===== src/design/box_downscale_2x2_top_defines.svh =====
// assertion macros for the 2x2 box downscaler
`ifndef BOX_DOWNSCALE_2X2_TOP_DEFINES_SVH
`define BOX_DOWNSCALE_2X2_TOP_DEFINES_SVH

// implication checked at every clock edge outside reset
`define BDS_ASSERT_IMP(lbl, ante, cons, msg) \
    lbl: assert property (@(posedge aclk) disable iff (!aresetn) (ante) |-> (cons)) \
        else $error(msg);

// condition that must never hold
`define BDS_ASSERT_NEVER(lbl, expr, msg) \
    lbl: assert property (@(posedge aclk) disable iff (!aresetn) !(expr)) \
        else $error(msg);

`endif


===== src/design/bds_pkg.sv =====
// shared types and constants of the 2x2 box downscaler
package bds_pkg;

    localparam int MAX_WIDTH_DEF = 2048;
    localparam int CFG_W         = 12;
    localparam int CHAN_W        = 8;
    localparam int SUM_W         = CHAN_W + 1;
    localparam logic [CFG_W-1:0] WIDTH_RESET = CFG_W'(640);

    typedef struct packed {
        logic [CHAN_W-1:0] blue_in;
        logic [CHAN_W-1:0] green_in;
        logic [CHAN_W-1:0] red_in;
    } pix_in_t;

    typedef struct packed {
        logic [CHAN_W-1:0] blue_out;
        logic [CHAN_W-1:0] green_out;
        logic [CHAN_W-1:0] red_out;
        logic              row_end;
    } pix_out_t;

    typedef struct packed {
        logic [SUM_W-1:0] red;
        logic [SUM_W-1:0] green;
        logic [SUM_W-1:0] blue;
    } pair_t;

    typedef struct packed {
        logic wr_en;
        logic rd_en;
    } mem_ctrl_t;

endpackage


===== src/design/bds_out.sv =====
// block average and output register of the downscaler
module bds_out
    import bds_pkg::*;
(
    input  logic     aclk,
    input  logic     aresetn,
    input  logic     issue,
    input  pair_t    pair_in,
    input  logic     row_end_in,
    input  pair_t    rd_data,
    output logic     take_ok,
    output logic     m_valid,
    input  logic     m_ready,
    output pix_out_t m_data
);

    logic     p1_valid_reg;
    pair_t    p1_pair_reg;
    logic     p1_row_end_reg;
    logic     m_valid_reg;
    pix_out_t m_data_reg;

    logic     out_free;
    logic     advance;
    pix_out_t avg;

    logic [SUM_W:0] sum_b;
    logic [SUM_W:0] sum_g;
    logic [SUM_W:0] sum_r;

    assign out_free = ~m_valid_reg | m_ready;
    assign advance  = p1_valid_reg & out_free;
    assign take_ok  = ~p1_valid_reg | out_free;

    assign sum_b = (SUM_W+1)'(rd_data.blue)  + (SUM_W+1)'(p1_pair_reg.blue);
    assign sum_g = (SUM_W+1)'(rd_data.green) + (SUM_W+1)'(p1_pair_reg.green);
    assign sum_r = (SUM_W+1)'(rd_data.red)   + (SUM_W+1)'(p1_pair_reg.red);

    assign avg.blue_out  = sum_b[SUM_W:2];
    assign avg.green_out = sum_g[SUM_W:2];
    assign avg.red_out   = sum_r[SUM_W:2];
    assign avg.row_end   = p1_row_end_reg;

    always_ff @(posedge aclk) begin
        if (!aresetn) begin
            p1_valid_reg <= 1'b0;
            m_valid_reg  <= 1'b0;
        end else begin
            if (issue) begin
                p1_valid_reg <= 1'b1;
            end else if (advance) begin
                p1_valid_reg <= 1'b0;
            end
            if (advance) begin
                m_valid_reg <= 1'b1;
            end else if (m_ready) begin
                m_valid_reg <= 1'b0;
            end
        end
    end

    always_ff @(posedge aclk) begin
        if (issue) begin
            p1_pair_reg    <= pair_in;
            p1_row_end_reg <= row_end_in;
        end
        if (advance) begin
            m_data_reg <= avg;
        end
    end

    assign m_valid = m_valid_reg;
    assign m_data  = m_data_reg;

endmodule


===== config.mk =====
export PLATFORM = sky130hd
export DESIGN_NAME = bds_out
export DESIGN_NICKNAME = d
export VERILOG_FILES = /design/src/design/box_downscale_2x2_top_defines.svh /design/src/design/bds_pkg.sv /design/src/design/bds_out.sv
export SDC_FILE = /design/constraint.sdc
export NUM_CORES = 1
export LEC_CHECK = 0
export BUFFER_PORTS_ARGS = -buffer_cell sky130_fd_sc_hd__buf_4
export CORE_MARGIN = 5
export CORE_UTILIZATION = 45
export CTS_CLUSTER_DIAMETER = 60
export DETAILED_ROUTE_END_ITERATION = 8
export PLACE_DENSITY = 0.76
export SLEW_MARGIN = 20
export SYNTH_ARGS = -nofsm -noshare
export SYNTH_HDL_FRONTEND = slang
export SYNTH_SLANG_ARGS = --single-unit

===== constraint.sdc =====
create_clock -name aclk -period 2.2 [get_ports aclk]
set_clock_uncertainty 0.1 [all_clocks]
set_input_delay 0.55 -clock aclk [delete_from_list [all_inputs] [get_ports aclk]]
set_output_delay 0.55 -clock aclk [all_outputs]
set_load 0.03 [all_outputs]

==> impl_results.md <==
- HPWL Detailed: 3.83 mm
- Vias in the first global route: 1805
- Synthesis-to-layout area growth: 37.1%
- Count leader, synth: edfxtp_1
- Die Span Y: 85.1 um
- Row count: 27
- Initial core utilization: 0.461
- CP endpoint kind: register
- CTS tree: built
- WHS: 0.323 ns
- Final wirelength: 4.66 mm
- Pint: 1.83 mW
- Power per cell area: 704 nW/um2
- WL met3: 324 um
- Synthesized net count: 251
- Die X-Extent: 85.1 um
- Nets: 359
- Synth top area cells: edfxtp_1 63%, ha_1 12%, xnor2_1 4.1%, a21o_1 2.4%, a21oi_1 2.2%
- Critical Path AT: 1.96 ns
- CTS Sinks: 55
- Number of synthesized flops with an enable pin: 53
- Final ANT Viol Nets: 0
- Die Area: 7250 um2
- Post-Syn Instances: 168
- N_diodes: 0
- Drt first-iter violations: 55
- Total I/O pin count: 86
- Uppermost routed layer: met4
- CP max FO: 3
- Final GP Congestion: 0.735
- Crit Path Class: register to register
- Most instantiated cells after synthesis: 53 x edfxtp_1, 24 x ha_1, 12 x xnor2_1
- Ys flop type: edfxtp_1
- Fin. max-slew vios: 0
- Clk Latency, worst-skew pair: 0.29 ns
- Root Buffer: clkbuf_8
- Synth area leader: edfxtp_1
- Fmax: 495 MHz
- Minimum clock period: 2.02 ns
- Max reg flops: 27
- WL/cell: 13.3 um
- Seq/Total Area, Yosys: 0.642
- Total power: 2.45 mW
- Post-route DRC: 0
- GR Util All Layers: 0.131
- Fillers: 444
- TritonCTS Buffers: 5
- Hold Vio Cnt, Final: 0
- Initial antenna violation count: 0
- Syn. warnings: 0
- Comb power frac: 0.251
- Setup TNS: 0 ns
- Share of layout cells above drive strength 1: 0.404
- Register bit total from synthesis: 55
- Clock power frac: 0.221
- Post-CTS Setup Inserts: 0
- Post-synthesis async set-or-reset flop share: 0
- Relative slew slack: 0.706
- Vias: 1681
- Largest net degree at the start of global routing: 30
- Longest Clk Path Bufs: 2
- Yosys cell types: 29
- Setup slack at placement: -0.103 ns
- First-pass GRT wire length: 7.60 mm
- Port Buffers: 85
- RSZ-0062 raised after global routing: no
- # H-tree levels: 2
- Status: completed
- VDD IR max: 353 uV
- LEAKAGE: 1.53 nW
- Clock slew seen by the registers of the worst setup and hold paths: 0.09 ns
- Met2 Wirelength: 2.50 mm
- Mean Syn Cell Area: 15.1 um2
- Sw Ratio: 0.253
- Min-delay worst type: primary input to register
- Drt first pass iters: 4
- Sw power: 0.621 mW
- Top-area cell type share of the netlist area: 0.626
- Fin crit share: 0.917
- Flop pwr share: 0.528
- Critical path required time: 2.14 ns
- Hold Buf Count CTS: 0
- Setup WS post-layout: 0.182 ns
- Final setup violating endpoints: 0
- Vias per inst: 4.82
- Max-cap check violation count: 0
- CP Launch Type: register
- Met1 Wirelength: 1.77 mm
- Core area: 5510 um2
- Total gr overflow: 0
- Synthesized area: 2540 um2
- Post-cts sizing count: 0
- Least-Margin Pin Slew: 0.438 ns
==> power groups by stage <==
stage | logic, mW | registers, mW | clock network (mW)
CTS | 0.621 | 1.30 | 0.563
finish | 0.615 | 1.29 | 0.543
detailed placement | 0.620 | 1.32 | 0
global route | 0.676 | 1.30 | 0.600
global placement | 0.601 | 1.32 | 0
floorplan | 0.280 | 1.40 | 0
==> through the flow <==
stage          area [um2]  utilization  instances
2_1_floorplan        2540            -        168
3_3_place_gp         3390        0.616        341
3_5_place_dp         3390        0.616        341
4_1_cts              3480        0.633        349
5_1_grt              3480        0.633        349
6_report             3480        0.633        349
==> routing by layer <==
layer / vias to the layer above / track usage
met5: - / 0
met4: 0 / 0.0432
met3: 7 / 0.0417
met2: 50 / 0.246
met1: 755 / 0.137
li1: 869 / -
==> cell type report <==
class,instances,area [um2],share of cell area
clock buffer,7,86.3,0.0248
clock inverter,1,5.00,0.00144
inverter,3,11.3,0.00323
multi-input combinational,110,901,0.259
sequential,55,1630,0.468
tap,72,90.1,0.0259
timing repair buffer,101,758,0.218
==> logic make-up after synthesis <==
family	share of synthesized area
flops	0.642
simple gates	0.0635
buf+inv	0.00443
xor+xnor	0.0586
fa+ha+maj	0.118
compound gates	0.113
==> critical path: stages, from the launching register on <==
cell,delay [ns]
edfxtp_1,0.39
ha_1,0.32
and2_4,0.15
a221o_1,0.35
a221oi_2,0.37
o21bai_1,0.10
==> placed cells by master (no fill, tap or decap), types with 3 or more instances in the layout <==
cell      instances
clkbuf_8          6
inv_1             3
buf_4           101
and3_1            5
nor2b_1           3
xnor2_1          12
edfxtp_1         53
nor2_1            9
a21o_1            8
xor2_1            5
ha_1             24
a21oi_1          11
nand2_1           6
a221oi_1          3
==> worst paths after layout <==
check | cells after the start | start | to | slack (ns)
setup reg to reg | 5 | p1_pair_reg[24] | m_data[8] | 0.18
hold / removal | 1 | pair_in[16] | p1_pair_reg[16] | 0.32
setup / recovery | 5 | p1_pair_reg[24] | m_data[8] | 0.18
hold reg to reg | 0 | p1_row_end_reg | m_data[0] | 0.33
Power figures use the tool's default switching activity.
