## src/design/box_downscale_2x2_top_defines.svh

```systemverilog
// assertion macros for the 2x2 box downscaler
`ifndef BOX_DOWNSCALE_2X2_TOP_DEFINES_SVH
`define BOX_DOWNSCALE_2X2_TOP_DEFINES_SVH

// implication checked at every clock edge outside reset
`define BDS_ASSERT_IMP(lbl, ante, cons, msg) \
    lbl: assert property (@(posedge aclk) disable iff (!aresetn) (ante) |-> (cons)) \
        else $error(msg);

// condition that must never hold
`define BDS_ASSERT_NEVER(lbl, expr, msg) \
    lbl: assert property (@(posedge aclk) disable iff (!aresetn) !(expr)) \
        else $error(msg);

`endif

```

## src/design/bds_pkg.sv

```systemverilog
// shared types and constants of the 2x2 box downscaler
package bds_pkg;

    localparam int MAX_WIDTH_DEF = 2048;
    localparam int CFG_W         = 12;
    localparam int CHAN_W        = 8;
    localparam int SUM_W         = CHAN_W + 1;
    localparam logic [CFG_W-1:0] WIDTH_RESET = CFG_W'(640);

    typedef struct packed {
        logic [CHAN_W-1:0] blue_in;
        logic [CHAN_W-1:0] green_in;
        logic [CHAN_W-1:0] red_in;
    } pix_in_t;

    typedef struct packed {
        logic [CHAN_W-1:0] blue_out;
        logic [CHAN_W-1:0] green_out;
        logic [CHAN_W-1:0] red_out;
        logic              row_end;
    } pix_out_t;

    typedef struct packed {
        logic [SUM_W-1:0] red;
        logic [SUM_W-1:0] green;
        logic [SUM_W-1:0] blue;
    } pair_t;

    typedef struct packed {
        logic wr_en;
        logic rd_en;
    } mem_ctrl_t;

endpackage

```

## src/design/bds_front.sv

```systemverilog
// column tracking, pair sums and line store access of the downscaler
module bds_front
    import bds_pkg::*;
#(
    parameter int MAX_WIDTH = MAX_WIDTH_DEF,
    localparam int LINE_DEPTH = MAX_WIDTH / 2,
    localparam int IDX_W = (LINE_DEPTH > 1) ? $clog2(LINE_DEPTH) : 1,
    localparam int COL_W = $clog2(MAX_WIDTH),
    localparam int WW = $clog2(MAX_WIDTH + 1),
    localparam int CW = ((WW > CFG_W) ? WW : CFG_W) + 1
) (
    input  logic             aclk,
    input  logic             aresetn,
    input  logic             cfg_valid,
    input  logic [CFG_W-1:0] cfg_data,
    input  logic             accept,
    input  pix_in_t          pix,
    output mem_ctrl_t        mem_ctrl,
    output logic [IDX_W-1:0] mem_addr,
    output pair_t            pair_sum,
    output logic             row_end
);

    logic [CFG_W-1:0] in_width_reg;
    pix_in_t          held_reg;
    logic [COL_W-1:0] col_reg;
    logic             odd_reg;

    logic [WW-1:0]    width_eff;
    logic [COL_W-1:0] col;
    logic [COL_W-1:0] col_half;
    logic             row_last;

    always_comb begin
        if (in_width_reg == '0) begin
            width_eff = WW'(1);
        end else if (CW'(in_width_reg) > CW'(MAX_WIDTH)) begin
            width_eff = WW'(MAX_WIDTH);
        end else begin
            width_eff = WW'(in_width_reg);
        end
    end

    // clamp the column when the width shrank under it
    assign col = ((WW+1)'(col_reg) >= (WW+1)'(width_eff)) ?
                 COL_W'(width_eff - WW'(1)) : col_reg;
    assign col_half = col >> 1;
    assign mem_addr = col_half[IDX_W-1:0];

    assign row_last = ((WW+1)'(col) + (WW+1)'(1)) >= (WW+1)'(width_eff);
    assign row_end  = ((WW+2)'(col) + (WW+2)'(3)) > (WW+2)'(width_eff);

    assign pair_sum.blue  = SUM_W'(held_reg.blue_in)  + SUM_W'(pix.blue_in);
    assign pair_sum.green = SUM_W'(held_reg.green_in) + SUM_W'(pix.green_in);
    assign pair_sum.red   = SUM_W'(held_reg.red_in)   + SUM_W'(pix.red_in);

    assign mem_ctrl.wr_en = accept & col[0] & ~odd_reg;
    assign mem_ctrl.rd_en = accept & col[0] & odd_reg;

    always_ff @(posedge aclk) begin
        if (!aresetn) begin
            in_width_reg <= WIDTH_RESET;
            held_reg     <= '0;
            col_reg      <= '0;
            odd_reg      <= 1'b0;
        end else begin
            if (cfg_valid) begin
                in_width_reg <= cfg_data;
            end
            if (accept) begin
                if (!col[0]) begin
                    held_reg <= pix;
                end
                if (row_last) begin
                    col_reg <= '0;
                    odd_reg <= ~odd_reg;
                end else begin
                    col_reg <= col + COL_W'(1);
                end
            end
        end
    end

endmodule

```

## config.mk

```make
export PLATFORM = sky130hd
export DESIGN_NAME = bds_front
export DESIGN_NICKNAME = d
export VERILOG_FILES = /design/src/design/box_downscale_2x2_top_defines.svh /design/src/design/bds_pkg.sv /design/src/design/bds_front.sv
export SDC_FILE = /design/constraint.sdc
export NUM_CORES = 1
export LEC_CHECK = 0
export ABC_AREA = 1
export BUFFER_PORTS_ARGS = -buffer_cell sky130_fd_sc_hd__buf_2
export CORE_MARGIN = 2
export CORE_UTILIZATION = 57
export CTS_CLUSTER_SIZE = 8
export DETAILED_ROUTE_END_ITERATION = 16
export HOLD_SLACK_MARGIN = 0.1
export PLACE_DENSITY = 0.82
export REMOVE_ABC_BUFFERS = 1
export SYNTH_ARGS = -nofsm -noshare
export SYNTH_HDL_FRONTEND = slang
export SYNTH_SLANG_ARGS = --single-unit
```

## constraint.sdc

```tcl
create_clock -name aclk -period 5.6 [get_ports aclk]
set_input_delay 1.12 -clock aclk [delete_from_list [all_inputs] [get_ports aclk]]
set_output_delay 1.12 -clock aclk [all_outputs]
set_load 0.005 [all_outputs]
```

==> run metrics <==
chip width=90.8 µm; Synth top area share=22.4%; WHS=470 ps; number of cells on the worst hold path=2; cts bufs inserted=5; FP Rows=31; via count=4444; family with the most delay on the worst path=simple AND/OR/NAND/NOR gates; final worst path period need=5420 ps; largest family of logic cells by synthesized area=simple AND/OR/NAND/NOR gates; Sequential Area=971 µm²; Buf+Inv Stages, Crit Path=6; EDFF count, synth=0; post-synth top area cell=dfxtp_1; Syn. warnings=0; port buffer count=79; Static Leak=roughly 2.6 nW; Simple-Gate Fraction of Synth Area=between 20% and 30%; Layout Cells excl Fill=807; clock skew=14.5 ps; cells on worst reg2reg path=33; die footprint=8250 µm²; ranking of synthesized cells by area=dfxtp_1 (22%), ha_1 (18%), nand2_1 (10%), a21oi_1 (8.2%), inv_1 (6.0%); number of synthesized register bits=48; max-cap viol count=0; # nets final=811; sequential fraction of the synthesis area=between 20 and 25%; vias in the first global route=4211; cell repeated most along the worst path=nand2_1; Syn-to-layout area delta=19.0%; Placed Instances=between 700 and 800; DRC=0; CP max-delay cell=dfxtp_4; Via density=5.51; Netlist cell types=42; clk buf depth=2; Synth Flop Type=dfxtp_1; worst min path class=flop to flop; layout cells sized above 1=between 20% and 30%; Worst Path Required=4480 ps; post-synthesis adder-cell area fraction=19.2%; Levels on crit path=30; most common cell in the netlist=nand2_1; DR WL/cell=14.2 µm; Synth top cells by count=nand2_1 (117), a21oi_1 (70), inv_1 (69), ha_1 (61), nor2_1 (53); Max VDD drop=0.000175 V; Rel. slew slack=~25%; antenna viol nets, final=0; Compound-Gate Fraction of Synth Area=15.7%; Hold EP=held_reg[3]$_SDFFE_PN0P_; max reg flops=24; Avg Inst Size Synth=6.90 µm²; global-route wire length before repair=about 19000 µm; setup slack, reg-to-reg=780 ps; async set or reset register ratio after synthesis=0%; Post-DP Area=about 4800 µm²; XOR/XNOR Fraction of Synth Area=slightly below 6%; hold_buf cts=0; Antenna diodes=0; GRT Residual Overflow=0; period utilization=96.8%; status=finished clean; final WL=11400 µm; routability congestion estimate=0.984; Reg-to-Reg Start=in_width_reg[3]$_SDFFE_PN0P_; multi-input logic area=3100 µm²; pre-CTS setup slack=121 ps; synthesized area=roughly 4300 µm²; worst skew pair latency=just over 300 ps; Largest stage delay, worst path=370 ps; Power per Cell Area=335 nW/µm²; Initial Util=58.9%; Final setup viols=0; post-route cell area=5110 µm²; htree depth=2; Slew Limit Fails=0; CTS tree=yes; core area=7290 µm²; Worst Setup Path Type=flop to output pin; drt pass-1 iters=6; mux contribution to synthesized area=0%; final hold vios=0; crit end category=output pin; Data arrival, critical path=4300 ps; DRT iter0 DRCs=248; Worst setup SP type=flop; boundary pin count=80; setup ws final=181 ps; CP Max Fanout=8; hold wc startpoint=held_reg[3]$_SDFFE_PN0P_; GRT Overall Usage=27.3%; dpl hpwl=8690 µm; CTS sink cnt=48; CTS Root Cell=clkbuf_8; initial antenna violation count=0; largest net degree at the start of global routing=34; Worst Max-Slew Pin Slew=1130 ps; reg2reg end=col_reg[9]$_SDFFE_PN0P_; fmax=0.185 GHz; Mapped Cells=just over 600; Chip Height=90.8 µm; Filler Cell Count=638; clk slew on worst S/H paths=roughly 90 ps
[worst reg2reg max path, delay by kind of cell (launching register included)]
kind	cells	cell delay [ps]
simple gates	23	3010
fa+ha+maj	3	750
flops	1	370
compound gates	3	360
buf+inv	4	290
[metal layers]
| layer | part of all wire, % | track usage, % | up-vias |
|---|---|---|---|
| met4 | 3.4 | 11.2 | 0 |
| met5 | 0 | 0 | - |
| met2 | 48 | 48.4 | 177 |
| met3 | 6.9 | 4.84 | 45 |
| li1 | - | - | 2226 |
| met1 | 42 | 32.3 | 1996 |
[worst max-delay path by stage]
| stage | start | to | slack, ps |
|---|---|---|---|
| after floorplan | in_width_reg[2]$_SDFFE_PN0P_ | row_end | 490 |
| after global placement | in_width_reg[3]$_SDFFE_PN0P_ | row_end | 330 |
| after detailed placement | in_width_reg[6]$_SDFFE_PN0P_ | row_end | 120 |
| after CTS | in_width_reg[1]$_SDFFE_PN0P_ | row_end | 20 |
| after global routing | in_width_reg[3]$_SDFFE_PN0P_ | row_end | -100 |
| final | in_width_reg[3]$_SDFFE_PN0P_ | row_end | 180 |
[per-stage QoR]
step	util, %	total power [W]	TNS, ps
after floorplan	-	0.00106	0
after global placement	65.2	0.00132	0
after detailed placement	65.2	0.00136	0
after CTS	67.2	0.00164	0
after global routing	70.1	0.00186	-95.4
final	70.1	0.00171	0
[final cells by class]
type	count	share of cell area, %
tap	99	2.42
timing repair buffer	93	9.86
multi-input combinational	484	60.7
sequential	48	19.0
clock buffer	6	1.62
inverter	75	5.65
clock inverter	2	0.759
[where the power goes]
part / internal, W / switching [W] / total, W
clock: 0.000146 / 0.000125 / 0.000271
sequential: 0.000389 / 0.0000380 / 0.000427
combinational: 0.000408 / 0.000606 / 0.00101
total: 0.000943 / 0.000769 / 0.00171
[logic make-up after synthesis]
group / count (synthesis)
xor+xnor: 29
simple gates: 268
compound gates: 122
buf+inv: 92
fa+ha+maj: 64
flops: 48
[repair_timing]
action | in CTS | in global routing
cloned | 0 | 1
hold endpoints to repair | 0 | 0
setup endpoints to repair | 1 | 1
pin swaps | 3 | 12
setup buffers | 0 | 11
resized for setup | 8 | 32
[cell usage in the layout, fill, tap and decap left out, drive strengths merged, types with 2 or more instances in the layout]
master and instances:
nand2 138, buf 93, inv 74, a21oi 73
nor2 62, ha 61, nand3 50, dfxtp 48
o21ai 37, xor2 26, clkbuf 6, nor3 6
nand4 5, and2 4, xnor2 3, o21bai 3
fa 3, o41ai 2, clkinv 2, or2 2
a21o 2
(Power assumes the default switching activity.)
